[config.mk]
export PLATFORM = sky130hd
export DESIGN_NAME = bba_ctrl
export DESIGN_NICKNAME = d
export VERILOG_FILES = /design/src/design/bba_pkg.sv /design/src/design/bba_ctrl.sv
export SDC_FILE = /design/constraint.sdc
export NUM_CORES = 1
export LEC_CHECK = 0
export BUFFER_PORTS_ARGS = -buffer_cell sky130_fd_sc_hd__buf_2
export CORE_MARGIN = 2
export CORE_UTILIZATION = 55
export DETAILED_ROUTE_END_ITERATION = 12
export GPL_TIMING_DRIVEN = 0
export PLACE_DENSITY = 0.84
export SLEW_MARGIN = 20
export SYNTH_ARGS = -nofsm -noshare
export SYNTH_HDL_FRONTEND = slang
export SYNTH_SLANG_ARGS = --single-unit
[constraint.sdc]
create_clock -name clock -period 8.4 [get_ports clock]
set_input_delay 1.68 -clock clock [delete_from_list [all_inputs] [get_ports clock]]
set_output_delay 1.68 -clock clock [all_outputs]
set_load 0.05 [all_outputs]
[src/design/bba_pkg.sv]
// package: sizes, codes, structs and helper functions of the buddy allocator
package bba_pkg;

   localparam int HEAP_BYTES      = 65536;
   localparam int MIN_ORDER_SHIFT = 5;
   localparam int NUM_ORDERS      = 11;
   localparam int HEADER_BYTES    = 24;

   localparam int TOP_ORDER = NUM_ORDERS - 1;
   localparam int TOP_SHIFT = MIN_ORDER_SHIFT + TOP_ORDER;
   localparam int GRANULES  = HEAP_BYTES >> MIN_ORDER_SHIFT;
   localparam int TOP_COUNT = HEAP_BYTES >> TOP_SHIFT;
   localparam int GR_AW     = $clog2(GRANULES);
   localparam int WORD_W    = 32;
   localparam int WORD_SH   = 5;
   localparam int ORD_W     = 4;
   localparam int OFF_W     = 16;
   localparam int BYTES_W   = 15;
   localparam int NEED_W    = 17;
   localparam int GT_W      = 5;

   localparam logic CMD_ALLOC = 1'b0;
   localparam logic CMD_FREE  = 1'b1;

   typedef enum logic [1:0] {
      ST_OK      = 2'd0,
      ST_NOMEM   = 2'd1,
      ST_TOOBIG  = 2'd2,
      ST_BADFREE = 2'd3
   } status_type;

   // first bitmap word of an order; each order starts on a word of its own
   function automatic int word_base(input int o);
      int b;
      b = 0;
      for (int j = 0; j < NUM_ORDERS; j++) begin
         if (j < o) begin
            b += ((GRANULES >> j) + WORD_W - 1) >> WORD_SH;
         end
      end
      return b;
   endfunction

   localparam int BM_WORDS = word_base(NUM_ORDERS);
   localparam int BM_AW    = $clog2(BM_WORDS);
   localparam int SCAN_W   = $clog2(BM_WORDS + 1);

   typedef struct packed {
      logic              we;
      logic [BM_AW-1:0]  addr;
      logic [WORD_W-1:0] wdata;
   } bm_req_type;

   typedef struct packed {
      logic             we;
      logic [GR_AW-1:0] addr;
      logic [GT_W-1:0]  wdata;
   } gt_req_type;

   // bitmap word that holds the free bit of block idx of order ord
   function automatic logic [BM_AW-1:0] bit_word(input logic [ORD_W-1:0] ord,
                                                 input logic [GR_AW-1:0] idx);
      int w;
      w = word_base(int'(ord)) + int'(idx >> WORD_SH);
      return BM_AW'(w);
   endfunction

   function automatic logic [ORD_W-1:0] order_of_word(input logic [BM_AW-1:0] a);
      logic [ORD_W-1:0] k;
      k = '0;
      for (int j = 0; j < NUM_ORDERS; j++) begin
         if (int'(a) >= word_base(j)) begin
            k = ORD_W'(j);
         end
      end
      return k;
   endfunction

   // reset content of a bitmap word: only the top-order blocks free
   function automatic logic [WORD_W-1:0] init_word(input logic [BM_AW-1:0] a);
      logic [WORD_W-1:0] w;
      int rel;
      w = '0;
      rel = int'(a) - word_base(TOP_ORDER);
      for (int j = 0; j < WORD_W; j++) begin
         if (rel >= 0 && rel * WORD_W + j < TOP_COUNT) begin
            w[j] = 1'b1;
         end
      end
      return w;
   endfunction

   function automatic logic [WORD_SH-1:0] first_set(input logic [WORD_W-1:0] d);
      logic [WORD_SH-1:0] p;
      p = '0;
      for (int j = WORD_W - 1; j >= 0; j--) begin
         if (d[j]) begin
            p = WORD_SH'(j);
         end
      end
      return p;
   endfunction

endpackage

[src/design/bba_ctrl.sv]
// sequencer: scan, split, merge and clear pass over the two memories
module bba_ctrl
   import bba_pkg::*;
(
   input  logic               clock,
   input  logic               reset,
   input  logic               start,
   input  logic               req_command,
   input  logic [BYTES_W-1:0] req_request_bytes,
   input  logic [OFF_W-1:0]   req_block_offset,
   output logic               busy,
   output logic               rsp_valid,
   output logic [1:0]         rsp_status,
   output logic [OFF_W-1:0]   rsp_user_offset,
   output logic [ORD_W-1:0]   rsp_block_order,
   output bm_req_type         bm_req,
   input  logic [WORD_W-1:0]  bm_rdata,
   output gt_req_type         gt_req,
   input  logic [GT_W-1:0]    gt_rdata
);

   typedef enum logic [3:0] {
      S_CLEAR, S_IDLE, S_SCAN, S_SPLIT_RD, S_SPLIT_WR, S_MARK,
      S_FCHK, S_BUD_RD, S_BUD_CHK, S_SET_RD, S_SET_WR
   } state_type;

   state_type        state_ff, state_in;
   logic [GR_AW-1:0] clr_ff, clr_in;
   logic [ORD_W-1:0] fit_ff, fit_in;
   logic [ORD_W-1:0] ord_ff, ord_in;
   logic [GR_AW-1:0] idx_ff, idx_in;
   logic [GR_AW-1:0] g_ff, g_in;
   logic [SCAN_W-1:0] scan_ff, scan_in;
   logic [BM_AW-1:0] chk_ff, chk_in;
   logic             pend_ff, pend_in;
   logic             done_ff, done_in;
   status_type       status_ff, status_in;
   logic [OFF_W-1:0] uoff_ff, uoff_in;
   logic [ORD_W-1:0] bord_ff, bord_in;

   logic [NEED_W-1:0]  need;
   logic [ORD_W-1:0]   fit;
   logic [OFF_W-1:0]   faddr;
   logic [ORD_W-1:0]   k;
   logic [WORD_SH-1:0] bp;
   logic [GR_AW-1:0]   gran;
   logic [GR_AW-1:0]   p;
   logic               found;

   always_comb begin
      state_in  = state_ff;
      clr_in    = clr_ff;
      fit_in    = fit_ff;
      ord_in    = ord_ff;
      idx_in    = idx_ff;
      g_in      = g_ff;
      scan_in   = scan_ff;
      chk_in    = chk_ff;
      pend_in   = pend_ff;
      done_in   = 1'b0;
      status_in = status_ff;
      uoff_in   = uoff_ff;
      bord_in   = bord_ff;
      bm_req    = '0;
      gt_req    = '0;

      need = NEED_W'(req_request_bytes) + NEED_W'(HEADER_BYTES);
      fit = '0;
      for (int j = NUM_ORDERS - 1; j >= 0; j--) begin
         if ((NEED_W'(1) << (MIN_ORDER_SHIFT + j)) >= need) begin
            fit = ORD_W'(j);
         end
      end
      faddr = req_block_offset - OFF_W'(HEADER_BYTES);
      found = pend_ff && (bm_rdata != '0);
      k     = order_of_word(chk_ff);
      bp    = first_set(bm_rdata);
      gran  = GR_AW'(idx_ff << fit_ff);
      p     = idx_ff | GR_AW'(1);

      case (state_ff)
         S_CLEAR: begin
            bm_req.we    = (int'(clr_ff) < BM_WORDS);
            bm_req.addr  = BM_AW'(clr_ff);
            bm_req.wdata = init_word(BM_AW'(clr_ff));
            gt_req.we    = 1'b1;
            gt_req.addr  = clr_ff;
            clr_in       = clr_ff + GR_AW'(1);
            if (clr_ff == GR_AW'(GRANULES - 1)) begin
               state_in = S_IDLE;
            end
         end
         S_IDLE: begin
            if (start) begin
               uoff_in = '0;
               bord_in = '0;
               if (req_command == CMD_ALLOC) begin
                  if (need > (NEED_W'(1) << TOP_SHIFT)) begin
                     done_in   = 1'b1;
                     status_in = ST_TOOBIG;
                  end else begin
                     fit_in   = fit;
                     scan_in  = SCAN_W'(word_base(int'(fit)));
                     pend_in  = 1'b0;
                     state_in = S_SCAN;
                  end
               end else begin
                  if (req_block_offset < OFF_W'(HEADER_BYTES) ||
                      faddr[MIN_ORDER_SHIFT-1:0] != '0 ||
                      int'(faddr >> MIN_ORDER_SHIFT) >= GRANULES) begin
                     done_in   = 1'b1;
                     status_in = ST_BADFREE;
                  end else begin
                     gt_req.addr = GR_AW'(faddr >> MIN_ORDER_SHIFT);
                     g_in        = GR_AW'(faddr >> MIN_ORDER_SHIFT);
                     state_in    = S_FCHK;
                  end
               end
            end
         end
         S_SCAN: begin
            if (found) begin
               // take the lowest free block and clear its bit
               bm_req.we    = 1'b1;
               bm_req.addr  = chk_ff;
               bm_req.wdata = bm_rdata & ~(WORD_W'(1) << bp);
               ord_in       = k;
               idx_in       = GR_AW'((int'(chk_ff) - word_base(int'(k))) * WORD_W) |
                              GR_AW'(bp);
               state_in     = (k == fit_ff) ? S_MARK : S_SPLIT_RD;
            end else if (int'(scan_ff) >= BM_WORDS) begin
               done_in   = 1'b1;
               status_in = ST_NOMEM;
               state_in  = S_IDLE;
            end else begin
               bm_req.addr = scan_ff[BM_AW-1:0];
               chk_in      = scan_ff[BM_AW-1:0];
               pend_in     = 1'b1;
               scan_in     = scan_ff + SCAN_W'(1);
            end
         end
         S_SPLIT_RD: begin
            // keep the lower half, the upper half becomes free
            bm_req.addr = bit_word(ord_ff - ORD_W'(1), (idx_ff << 1) | GR_AW'(1));
            ord_in      = ord_ff - ORD_W'(1);
            idx_in      = idx_ff << 1;
            state_in    = S_SPLIT_WR;
         end
         S_SPLIT_WR: begin
            bm_req.we    = 1'b1;
            bm_req.addr  = bit_word(ord_ff, p);
            bm_req.wdata = bm_rdata | (WORD_W'(1) << p[WORD_SH-1:0]);
            state_in     = (ord_ff == fit_ff) ? S_MARK : S_SPLIT_RD;
         end
         S_MARK: begin
            gt_req.we    = 1'b1;
            gt_req.addr  = gran;
            gt_req.wdata = {1'b1, fit_ff};
            done_in      = 1'b1;
            status_in    = ST_OK;
            uoff_in      = OFF_W'((int'(gran) << MIN_ORDER_SHIFT) + HEADER_BYTES);
            bord_in      = fit_ff;
            state_in     = S_IDLE;
         end
         S_FCHK: begin
            if (!gt_rdata[GT_W-1] || gt_rdata[ORD_W-1:0] > ORD_W'(TOP_ORDER)) begin
               done_in   = 1'b1;
               status_in = ST_BADFREE;
               state_in  = S_IDLE;
            end else begin
               gt_req.we   = 1'b1;
               gt_req.addr = g_ff;
               ord_in      = gt_rdata[ORD_W-1:0];
               idx_in      = g_ff >> gt_rdata[ORD_W-1:0];
               state_in    = (gt_rdata[ORD_W-1:0] < ORD_W'(TOP_ORDER)) ? S_BUD_RD
                                                                        : S_SET_RD;
            end
         end
         S_BUD_RD: begin
            // buddy shares the word of the block
            bm_req.addr = bit_word(ord_ff, idx_ff);
            state_in    = S_BUD_CHK;
         end
         S_BUD_CHK: begin
            bm_req.addr = bit_word(ord_ff, idx_ff);
            if (bm_rdata[idx_ff[WORD_SH-1:0] ^ WORD_SH'(1)]) begin
               bm_req.we    = 1'b1;
               bm_req.wdata = bm_rdata &
                              ~(WORD_W'(1) << (idx_ff[WORD_SH-1:0] ^ WORD_SH'(1)));
               idx_in       = idx_ff >> 1;
               ord_in       = ord_ff + ORD_W'(1);
               state_in     = (ord_ff + ORD_W'(1) < ORD_W'(TOP_ORDER)) ? S_BUD_RD
                                                                       : S_SET_RD;
            end else begin
               state_in = S_SET_RD;
            end
         end
         S_SET_RD: begin
            bm_req.addr = bit_word(ord_ff, idx_ff);
            state_in    = S_SET_WR;
         end
         S_SET_WR: begin
            bm_req.we    = 1'b1;
            bm_req.addr  = bit_word(ord_ff, idx_ff);
            bm_req.wdata = bm_rdata | (WORD_W'(1) << idx_ff[WORD_SH-1:0]);
            done_in      = 1'b1;
            status_in    = ST_OK;
            bord_in      = ord_ff;
            state_in     = S_IDLE;
         end
         default: begin
            state_in = S_IDLE;
         end
      endcase
   end

   always_ff @(posedge clock) begin
      if (reset) begin
         state_ff <= S_CLEAR;
         clr_ff   <= '0;
         pend_ff  <= 1'b0;
         done_ff  <= 1'b0;
      end else begin
         state_ff <= state_in;
         clr_ff   <= clr_in;
         pend_ff  <= pend_in;
         done_ff  <= done_in;
      end
      fit_ff    <= fit_in;
      ord_ff    <= ord_in;
      idx_ff    <= idx_in;
      g_ff      <= g_in;
      scan_ff   <= scan_in;
      chk_ff    <= chk_in;
      status_ff <= status_in;
      uoff_ff   <= uoff_in;
      bord_ff   <= bord_in;
   end

   assign busy            = (state_ff != S_IDLE);
   assign rsp_valid       = done_ff;
   assign rsp_status      = status_ff;
   assign rsp_user_offset = uoff_ff;
   assign rsp_block_order = bord_ff;

endmodule

==> results of run 1 <==
## power by group
| group | switching [mW] | internal, mW |
|---|---|---|
| clock | 0.189 | 0.206 |
| sequential | 0.00347 | 0.431 |
| combinational | 0.117 | 0.0647 |
| total | 0.309 | 0.701 |
## state kept, by name, indices dropped and copies added (netlist names)
register	flops
chk_ff	8
clr_ff	11
fit_ff	4
g_ff	11
idx_ff	11
ord_ff	4
pend_ff	1
rsp_block_order	4
rsp_status	2
rsp_user_offset	12
rsp_valid	1
scan_ff	8
state_ff	4
## through the flow
step / setup WS, ns / power [mW] / cell area, sq um / hold WS, ns
after floorplan: 0.8351 / 0.5517 / 10050 / 0.4503
after global placement: 0.6049 / 0.6136 / 11060 / 0.4625
after detailed placement: 0.5434 / 0.6171 / 11060 / 0.4742
after CTS: 0.1269 / 1.003 / 11340 / 0.4892
after global routing: 0.001435 / 1.035 / 11360 / 0.5051
final: 0.4380 / 1.010 / 11360 / 0.4971
## worst max-delay path: stages, from the launching register on
cell      delay [ns]
edfxtp_1        0.35
clkbuf_1        0.27
nor3_1          0.43
xnor2_1         0.23
clkbuf_1        0.34
o21ai_0         0.17
ha_1            0.31
nand2_1         0.06
o31ai_1         0.09
ha_1            0.32
mux2_2          0.28
ha_1            0.28
mux2_2          0.29
ha_1            0.29
mux2_2          0.29
ha_1            0.29
a21o_1          0.18
a21o_1          0.20
a21o_1          0.18
a21oi_1         0.21
inv_1           0.06
a21oi_1         0.18
o21ai_0         0.09
o311ai_0        0.13
nand3_1         0.16
buf_2           0.25
## layout by cell type, fill, tap and decap left out, drive strengths merged, types with 28 or more instances in the layout
| cell | n |
|---|---|
| nor3 | 32 |
| a21oi | 100 |
| nor2 | 125 |
| inv | 60 |
| clkbuf | 73 |
| xor2 | 39 |
| xnor2 | 28 |
| buf | 166 |
| nand2 | 130 |
| ha | 46 |
| o21ai | 98 |
| edfxtp | 64 |
| nand3 | 32 |
## worst paths after layout
kind                            slack (ns)        from    endpoint
worst max-delay path                  0.44   ord_ff[2]  bm_req[39]
worst min-delay path                  0.50  scan_ff[7]   chk_ff[7]
worst min register to register        0.50  scan_ff[7]   chk_ff[7]
worst max register to register        3.59   chk_ff[7]  idx_ff[10]
## repair_timing
action | CTS | global route
setup endpoints to repair | 0 | 3
hold buffers | 0 | 0
resized for setup | 0 | 2
## area by class of cell
type / instances / area [sq um]
multi-input combinational: 1078 / 7237
timing repair buffer: 144 / 720.7
clock buffer: 9 / 225.2
inverter: 57 / 214.0
buffer: 86 / 359.1
tap: 229 / 286.5
clock inverter: 7 / 57.56
fill: 1593 / 6601
sequential: 81 / 2262
## per-layer routing
layer	up-vias	track usage, %	routed length, um
met5	-	0	0
met4	0	15.74	1543
met3	116	8.356	4239
met2	808	55.69	16370
met1	5473	49.51	14630
li1	5226	-	-
## logic make-up (layout without fill, tap and decap cells)
group | after synthesis | after routing | synth area share [%]
and+or+nand+nor | 466 | 466 | 23.12
xor gates and xnor gates | 67 | 67 | 5.842
buffers and inverters | 144 | 303 | 5.742
AOI/OAI and AO/OA | 444 | 444 | 29.97
muxes | 49 | 49 | 6.440
DFF | 81 | 81 | 22.52
adders and majority gates | 49 | 49 | 6.328
other | 1 | 3 | 0.03733
==> impl_metrics.ini, run 1 <==
[power_and_ir_drop]
pwr_density_cell_mw_per_mm2 = 88.93
power_leakage_nw = 4.575
peakVddDrop_mv = 0.1012

[placed_design]
io_buffer_count = 144
dp.cells = 1676
routabilityCongestion = 1.009
place_hpwl_mm = 28.46

[cts]
cts_tree = done
cts-buffers-inserted = 9
post_cts_buffers = 0
clockBufferDepth = 2
ctsRootBufferMaster = clkbuf_16
clock_latency_ns = 0.37
cts.sinks = 81
path_clk_slew_ns = 0.06
cts_max_level = 3

[synthesis]
async_flop_share_pct = 0
synth-edff-count = 64
syn_area_sq_mm = 0.01004
seq_area_frac_synth_pct = 22.52
synth_top_cell_by_area = edfxtp_1
synth_top_cell_area_share_pct = 19.13
ys.flop_type = edfxtp_1
netlist_top_cells_count = nand2_1, nor2_1, a21oi_1
synth_most_common_cell = nand2_1
synth_seq_cells = 81
ys_warn_count = 0
ys_top_cells_by_area = edfxtp_1, ha_1, a21oi_1, nand2_1, o21ai_0
synth_cells = 1301
syn_area_per_cell_sq_um = 7.721
ys_types = 92

[floorplan]
num_io_pins = 154
core_sq_mm = 0.01796
die_h_um = 139.1
initial_core_util_pct = 55.92
rows = 49
dieArea_sq_mm = 0.01936
fp.dieW_um = 139.1

[sta]
setup_viol = 0
drv_slew = 0
fin_setup_tns_ns = 0
clock_skew_ns = 0.01752
fmax_mhz = 125.6
hold_viol_final = 0
slew_headroom_pct = 32.09
min_period_ns = 7.962
grt_setup_unrepaired = false
finalCritPeriodShare_pct = 94.79
tightest_slew_ns = 1.009

[worst_setup_path]
worstSetupEndpointType = output pin
crit_required_ns = 6.72
reg2reg_depth = 20
arrival_ns = 6.28
crit_path_start_kind = register
critical_path_class = register to output pin
worst-path-max-fanout = 10

[grt]
globalRouteTotalUtil_pct = 36.40
antenna_found_initial = 0
grt_max_degree = 21
grt_pass1_wl_mm = 56.57
grt.overflow.total = 0
grt_pass1_vias = 10493

[final_layout]
area_delta_synth_final_pct = 13.12
nets = 1578
stdcell_count = 1691
utilization_pct = 63.25
drive_above_1_share_pct = 16.21
antenna_cells = 0

[drt]
via_per_inst = 6.873
drt-pass1-iter-count = 7
ant_nets = 0
routed_wl_mm = 36.78
wl_per_cell_um = 21.75
drc = 0
vias = 11623
drtIter0Drc = 1459

[worst_hold_path]
hp-class = register to register
whs_path_depth = 0

[job]
cap_violations = 0

[run_status]
status = complete, no violations
No activity file was read; power rests on OpenSTA's default activity.
==> inputs of run 2 (changes only) <==
--- a/config.mk
+++ b/config.mk
@@ -5,9 +5,11 @@
 export SDC_FILE = /design/constraint.sdc
 export NUM_CORES = 1
 export LEC_CHECK = 0
+export ABC_AREA = 1
 export BUFFER_PORTS_ARGS = -buffer_cell sky130_fd_sc_hd__buf_2
 export CORE_MARGIN = 2
 export CORE_UTILIZATION = 55
+export CTS_BUF_LIST = sky130_fd_sc_hd__clkbuf_4
 export DETAILED_ROUTE_END_ITERATION = 12
 export GPL_TIMING_DRIVEN = 0
 export PLACE_DENSITY = 0.84
==> run 2 against run 1 <==
Cell count increased by 14%. Core utilization shrank 0.45 points. Largest power group unchanged. Critical endpoint is now bm_req[36]. Fmax shrank 0.35%. Design area is 4.7% lower. Highest routed layer unchanged. Worst hold slack improved by 0.0036 ns. Count of clock-buffer cells in the layout increased by 1. Flip-flop and latch count unchanged. Critical path depth grew 4. Worst setup slack worse by 0.028 ns. Non-clock buffer count fell by 25. Area after synthesis shrank 4.0%.
==> impl_metrics.ini, run 2 <==
[sta]
fmax_mhz = 125.2
holdWs_ns = 0.5007
tightest_slew_ns = 0.9866
clock_skew_ns = 0.01533
grt_setup_unrepaired = true
setup_viol = 0
hold_viol_final = 0
finalCritPeriodShare_pct = 95.12
drv_slew = 0
slew_headroom_pct = 33.98
fin_ws_ns = 0.4098
min_period_ns = 7.990

[synthesis]
seq_area_frac_synth_pct = 23.47
synth_most_common_cell = nand2_1
synth_adder_area_share_pct = 6.594
synth_simple_gate_area_share_pct = 29.69
netlist_top_cells_count = nand2_1, inv_1, nor2_1
synth_top_family_by_area = simple AND/OR/NAND/NOR gates
ys_top_cells_by_area = edfxtp_1, nand2_1, inv_1, nor2_1, o21ai_0
ys.flop_type = edfxtp_1
synth-edff-count = 64
ys_warn_count = 0
syn_area_sq_mm = 0.009639
synthMuxAreaShare_pct = 0.2077
synth_cells = 1525
ys_types = 64
synth_xor_area_share_pct = 4.816
synth_top_cell_by_area = edfxtp_1
synth_compound_area_share_pct = 22.49
synth_seq_cells = 81
synth_top_cell_area_share_pct = 19.94
syn_area_per_cell_sq_um = 6.321
async_flop_share_pct = 0

[final_layout]
ff_latch_area_sq_mm = 0.002262
utilization_pct = 62.80
area_delta_synth_final_pct = 12.29
multi_input_area_sq_mm = 0.006191
largest_reg_flops = 12
stdcell_count = 1920
drive_above_1_share_pct = 11.81
mostFrequentLayoutCell = nand2_1
layout_common_cells = nand2_1, inv_1, nor2_1
nets = 1809
fillers = 1706

[drt]
wl_met3_mm = 4.304
drt-pass1-iter-count = 6
drc = 0
via_per_inst = 6.006
routed.top_layer = met4
wl_met2_mm = 15.75
wl_met1_mm = 14.82
ant_nets = 0
wl_per_cell_um = 18.75
routed_wl_mm = 35.99
vias = 11531
drtIter0Drc = 1439

[cts]
path_clk_slew_ns = 0.14
ctsRootBufferMaster = clkbuf_4
cts-buffers-inserted = 9
cts_resized = 0
clock_latency_ns = 0.50
clockBufferDepth = 2
post_cts_buffers = 0
cts.sinks = 81
cts_tree = done
holdBufCountCts = 0
cts_max_level = 3

[power_and_ir_drop]
p_switching_mw = 0.2558
power_leakage_nw = 5.023
switching_share_pct = 32.04
power_frac_comb_pct = 20.0
peakVddDrop_mv = 0.1017
power.internal_mw = 0.5425
pwr_density_cell_mw_per_mm2 = 73.75
clockPowerShare_pct = 25.9
power_frac_seq_pct = 54.2

[floorplan]
die_h_um = 136.4
num_io_pins = 154
rows = 48
core_sq_mm = 0.01724
initial_core_util_pct = 55.92
fp.dieW_um = 136.4
dieArea_sq_mm = 0.01860

[placed_design]
dp.cells = 1902
routabilityCongestion = 1.074
place_hpwl_mm = 29.15
post-place-ws_ns = 0.7143
io_buffer_count = 150

[worst_hold_path]
worstHoldStart = scan_ff[1]
hold_end = chk_ff[1]
whs_path_depth = 0
hp-class = register to register

[worst_setup_path]
critical_path_class = register to output pin
crit_path_frequent_cell = inv_1
worst-path-max-fanout = 7
arrival_ns = 6.31
worstSetupEndpointType = output pin
rr_endpoint = idx_ff[10]
crit_path_start_kind = register
max_stage_delay_ns = 0.56
r2r_slack_ns = 4.13
rr_startpoint = chk_ff[7]
crit_required_ns = 6.72
crit_path_top_delay_cell = edfxtp_1
reg2reg_depth = 23

[run_status]
status = complete, no violations

[grt]
grt_pass1_vias = 10097
globalRouteTotalUtil_pct = 37.94
grt.overflow.total = 0
grt_pass1_wl_mm = 53.96
grt_max_degree = 21
antenna_found_initial = 3

[job]
cap_violations = 0
run 2: logic make-up after synthesis:
group           count (synthesis)
compound gates                349
buf+inv                       321
simple gates                  669
fa+ha+maj                      49
mux                             2
flops                          81
xor+xnor                       53
other cells                     1
run 2: per-layer routing:
metal  track usage (%)  vias to the layer above
met2             58.10                      740
met3             8.054                      111
met5                 0                        -
met4             12.50                        0
met1             53.20                     5222
li1                  -                     5458
run 2: power by group through the flow:
| stage | clock network [mW] | registers [mW] | logic, mW |
|---|---|---|---|
| after floorplan | 0 | 0.441 | 0.0950 |
| after detailed placement | 0 | 0.441 | 0.155 |
| after global routing | 0.224 | 0.433 | 0.174 |
| after CTS | 0.207 | 0.432 | 0.155 |
| final | 0.206 | 0.432 | 0.160 |
| after global placement | 0 | 0.441 | 0.152 |
run 2: worst max-delay path, delay by kind of cell (launching register included):
family,cells,cell delay (ns)
adders and majority gates,6,1.92
buffers and inverters,8,0.96
AOI/OAI and AO/OA,7,1.54
and+or+nand+nor,8,0.83
DFF,1,0.56
run 2: cell type report:
cell class,count,share of cell area (%)
multi-input combinational,1125,57.20
sequential,81,20.90
inverter,266,9.224
timing repair buffer,150,6.936
tap,225,2.601
buffer,55,2.081
clock buffer,10,0.6936
clock inverter,6,0.3237
antenna,2,0.04624
run 2: worst max path at each step:
stage                     startpoint          to  slack (ns)
after floorplan            ord_ff[0]  bm_req[38]        1.67
after global placement     ord_ff[0]  bm_req[36]        0.82
after detailed placement   ord_ff[0]  bm_req[36]        0.71
after CTS                  ord_ff[0]  bm_req[36]        0.12
after global routing       ord_ff[2]  bm_req[36]       -0.02
final                      ord_ff[0]  bm_req[36]        0.41
run 2: stage by stage:
stage	total power, mW	TNS [ns]	instance area (sq um)
3_5_place_dp	0.5960	0	10680
3_3_place_gp	0.5932	0	10680
2_1_floorplan	0.5361	0	9647
6_report	0.7983	0	10820
4_1_cts	0.7949	0	10790
5_1_grt	0.8312	-0.02486	10820
==> inputs of run 3 (changes only) <==
--- a/config.mk
+++ b/config.mk
@@ -13,6 +13,7 @@
 export DETAILED_ROUTE_END_ITERATION = 12
 export GPL_TIMING_DRIVEN = 0
 export PLACE_DENSITY = 0.84
+export RECOVER_POWER = 50
 export SLEW_MARGIN = 20
 export SYNTH_ARGS = -nofsm -noshare
 export SYNTH_HDL_FRONTEND = slang
==> run 3 against run 2 <==
Critical path depth unchanged. First-iteration DRC count is 2.4% higher. Clock skew increased by 0.0063 ns. Worst hold slack got worse by 0.0076 ns. Flip-flop and latch count unchanged.
==> impl_metrics.ini, run 3 (synthesis results as in run 2) <==
[sta]
drv_slew = 0
setup_viol = 0
hold_viol_final = 0
finalCritPeriodShare_pct = 94.82
clock_skew_ns = 0.02168
slew_headroom_pct = 31.13
fin_setup_tns_ns = 0
fmax_mhz = 125.5
grt_setup_unrepaired = true
tightest_slew_ns = 1.025
min_period_ns = 7.965

[worst_hold_path]
hold_end = chk_ff[1]
hp-class = register to register
whs_path_depth = 0
worstHoldStart = scan_ff[1]

[final_layout]
layout_common_cells = nand2_1, inv_1, nor2_1
mostFrequentLayoutCell = nand2_1
stdcell_count = 1920
utilization_pct = 62.38
largest_reg_flops = 12
area_delta_synth_final_pct = 11.55
drive_above_1_share_pct = 9.746
nets = 1809
fillers = 1732

[worst_setup_path]
crit_path_top_delay_cell = edfxtp_1
worst-path-max-fanout = 7
reg2reg_depth = 24
crit_path_frequent_cell = inv_1
crit_path_start_kind = register
crit_required_ns = 6.72
r2r_slack_ns = 4.14
arrival_ns = 6.29
critical_path_class = register to output pin
rr_endpoint = idx_ff[10]
max_stage_delay_ns = 0.55
rr_startpoint = chk_ff[4]
worstSetupEndpointType = output pin

[job]
cap_violations = 0

[cts]
cts_tree = done
cts-buffers-inserted = 9
clockBufferDepth = 2
post_cts_buffers = 0
path_clk_slew_ns = 0.15
cts.sinks = 81
cts_resized = 0
ctsRootBufferMaster = clkbuf_4
clock_latency_ns = 0.50
cts_max_level = 3
holdBufCountCts = 0

[floorplan]
die_h_um = 136.4
dieArea_sq_mm = 0.01860
fp.dieW_um = 136.4
rows = 48
num_io_pins = 154
initial_core_util_pct = 55.92
core_sq_mm = 0.01724

[placed_design]
dp.cells = 1902
io_buffer_count = 150
place_hpwl_mm = 29.15
routabilityCongestion = 1.074

[drt]
drt-pass1-iter-count = 6
drtIter0Drc = 1473
drc = 0
via_per_inst = 6.077
vias = 11667
ant_nets = 0
routed_wl_mm = 36.13
wl_per_cell_um = 18.82

[power_and_ir_drop]
pwr_density_cell_mw_per_mm2 = 74.26
peakVddDrop_mv = 0.1010
p_total_mw = 0.7985
power_leakage_nw = 4.959

[grt]
grt_pass1_vias = 10097
grt.overflow.total = 0
grt_max_degree = 21
grt_pass1_wl_mm = 53.96
antenna_found_initial = 3
globalRouteTotalUtil_pct = 37.94

[run_status]
status = complete, no violations
## run 3: power by group
part           internal [mW]  total [mW]  switching [mW]  leakage (nW)
Sequential             0.431       0.432         0.00177         0.688
Combinational         0.0499       0.158           0.108          4.22
Clock                 0.0614       0.208           0.146        0.0551
Total                  0.542       0.798           0.257          4.96
## run 3: worst max path at each step
stage / from / endpoint / slack (ns)
after floorplan: ord_ff[0] / bm_req[38] / 1.67
after global placement: ord_ff[0] / bm_req[36] / 0.82
after detailed placement: ord_ff[0] / bm_req[36] / 0.71
after CTS: ord_ff[0] / bm_req[36] / 0.12
after global routing: ord_ff[2] / bm_req[36] / -0.02
final: ord_ff[0] / bm_req[36] / 0.43
## run 3: area by class of cell
cell class	count	area (sq um)	share of cell area (%)
antenna	2	5.005	0.04654
buffer	55	224.0	2.083
clock buffer	10	75.07	0.6982
clock inverter	6	35.03	0.3258
inverter	266	998.5	9.286
multi-input combinational	1125	6155	57.24
sequential	81	2262	21.04
tap	225	281.5	2.618
timing repair buffer	150	716.9	6.667
## run 3: worst max-delay path: cells and delay by family, from the launching register on
| kind | cells | cell delay (ns) |
|---|---|---|
| flops | 1 | 0.55 |
| buf+inv | 8 | 0.94 |
| compound gates | 7 | 1.53 |
| fa+ha+maj | 6 | 1.92 |
| simple gates | 8 | 0.83 |
## run 3: layer usage
metal	up-vias	wire [um]	part of all wire, %	track usage [%]
li1	5464	-	-	-
met1	5326	15090	42	53.20
met2	749	15590	43	58.10
met3	128	4154	11	8.054
met4	0	1284	3.6	12.50
met5	-	0	0	0
## run 3: stage by stage
step	worst slack (ns)	hold slack, ns	area, sq um
2_1_floorplan	1.667	0.4509	9647
3_3_place_gp	0.8236	0.4792	10680
3_5_place_dp	0.7143	0.4819	10680
4_1_cts	0.1244	0.4945	10790
5_1_grt	-0.02486	0.5209	10750
6_report	0.4348	0.4931	10750
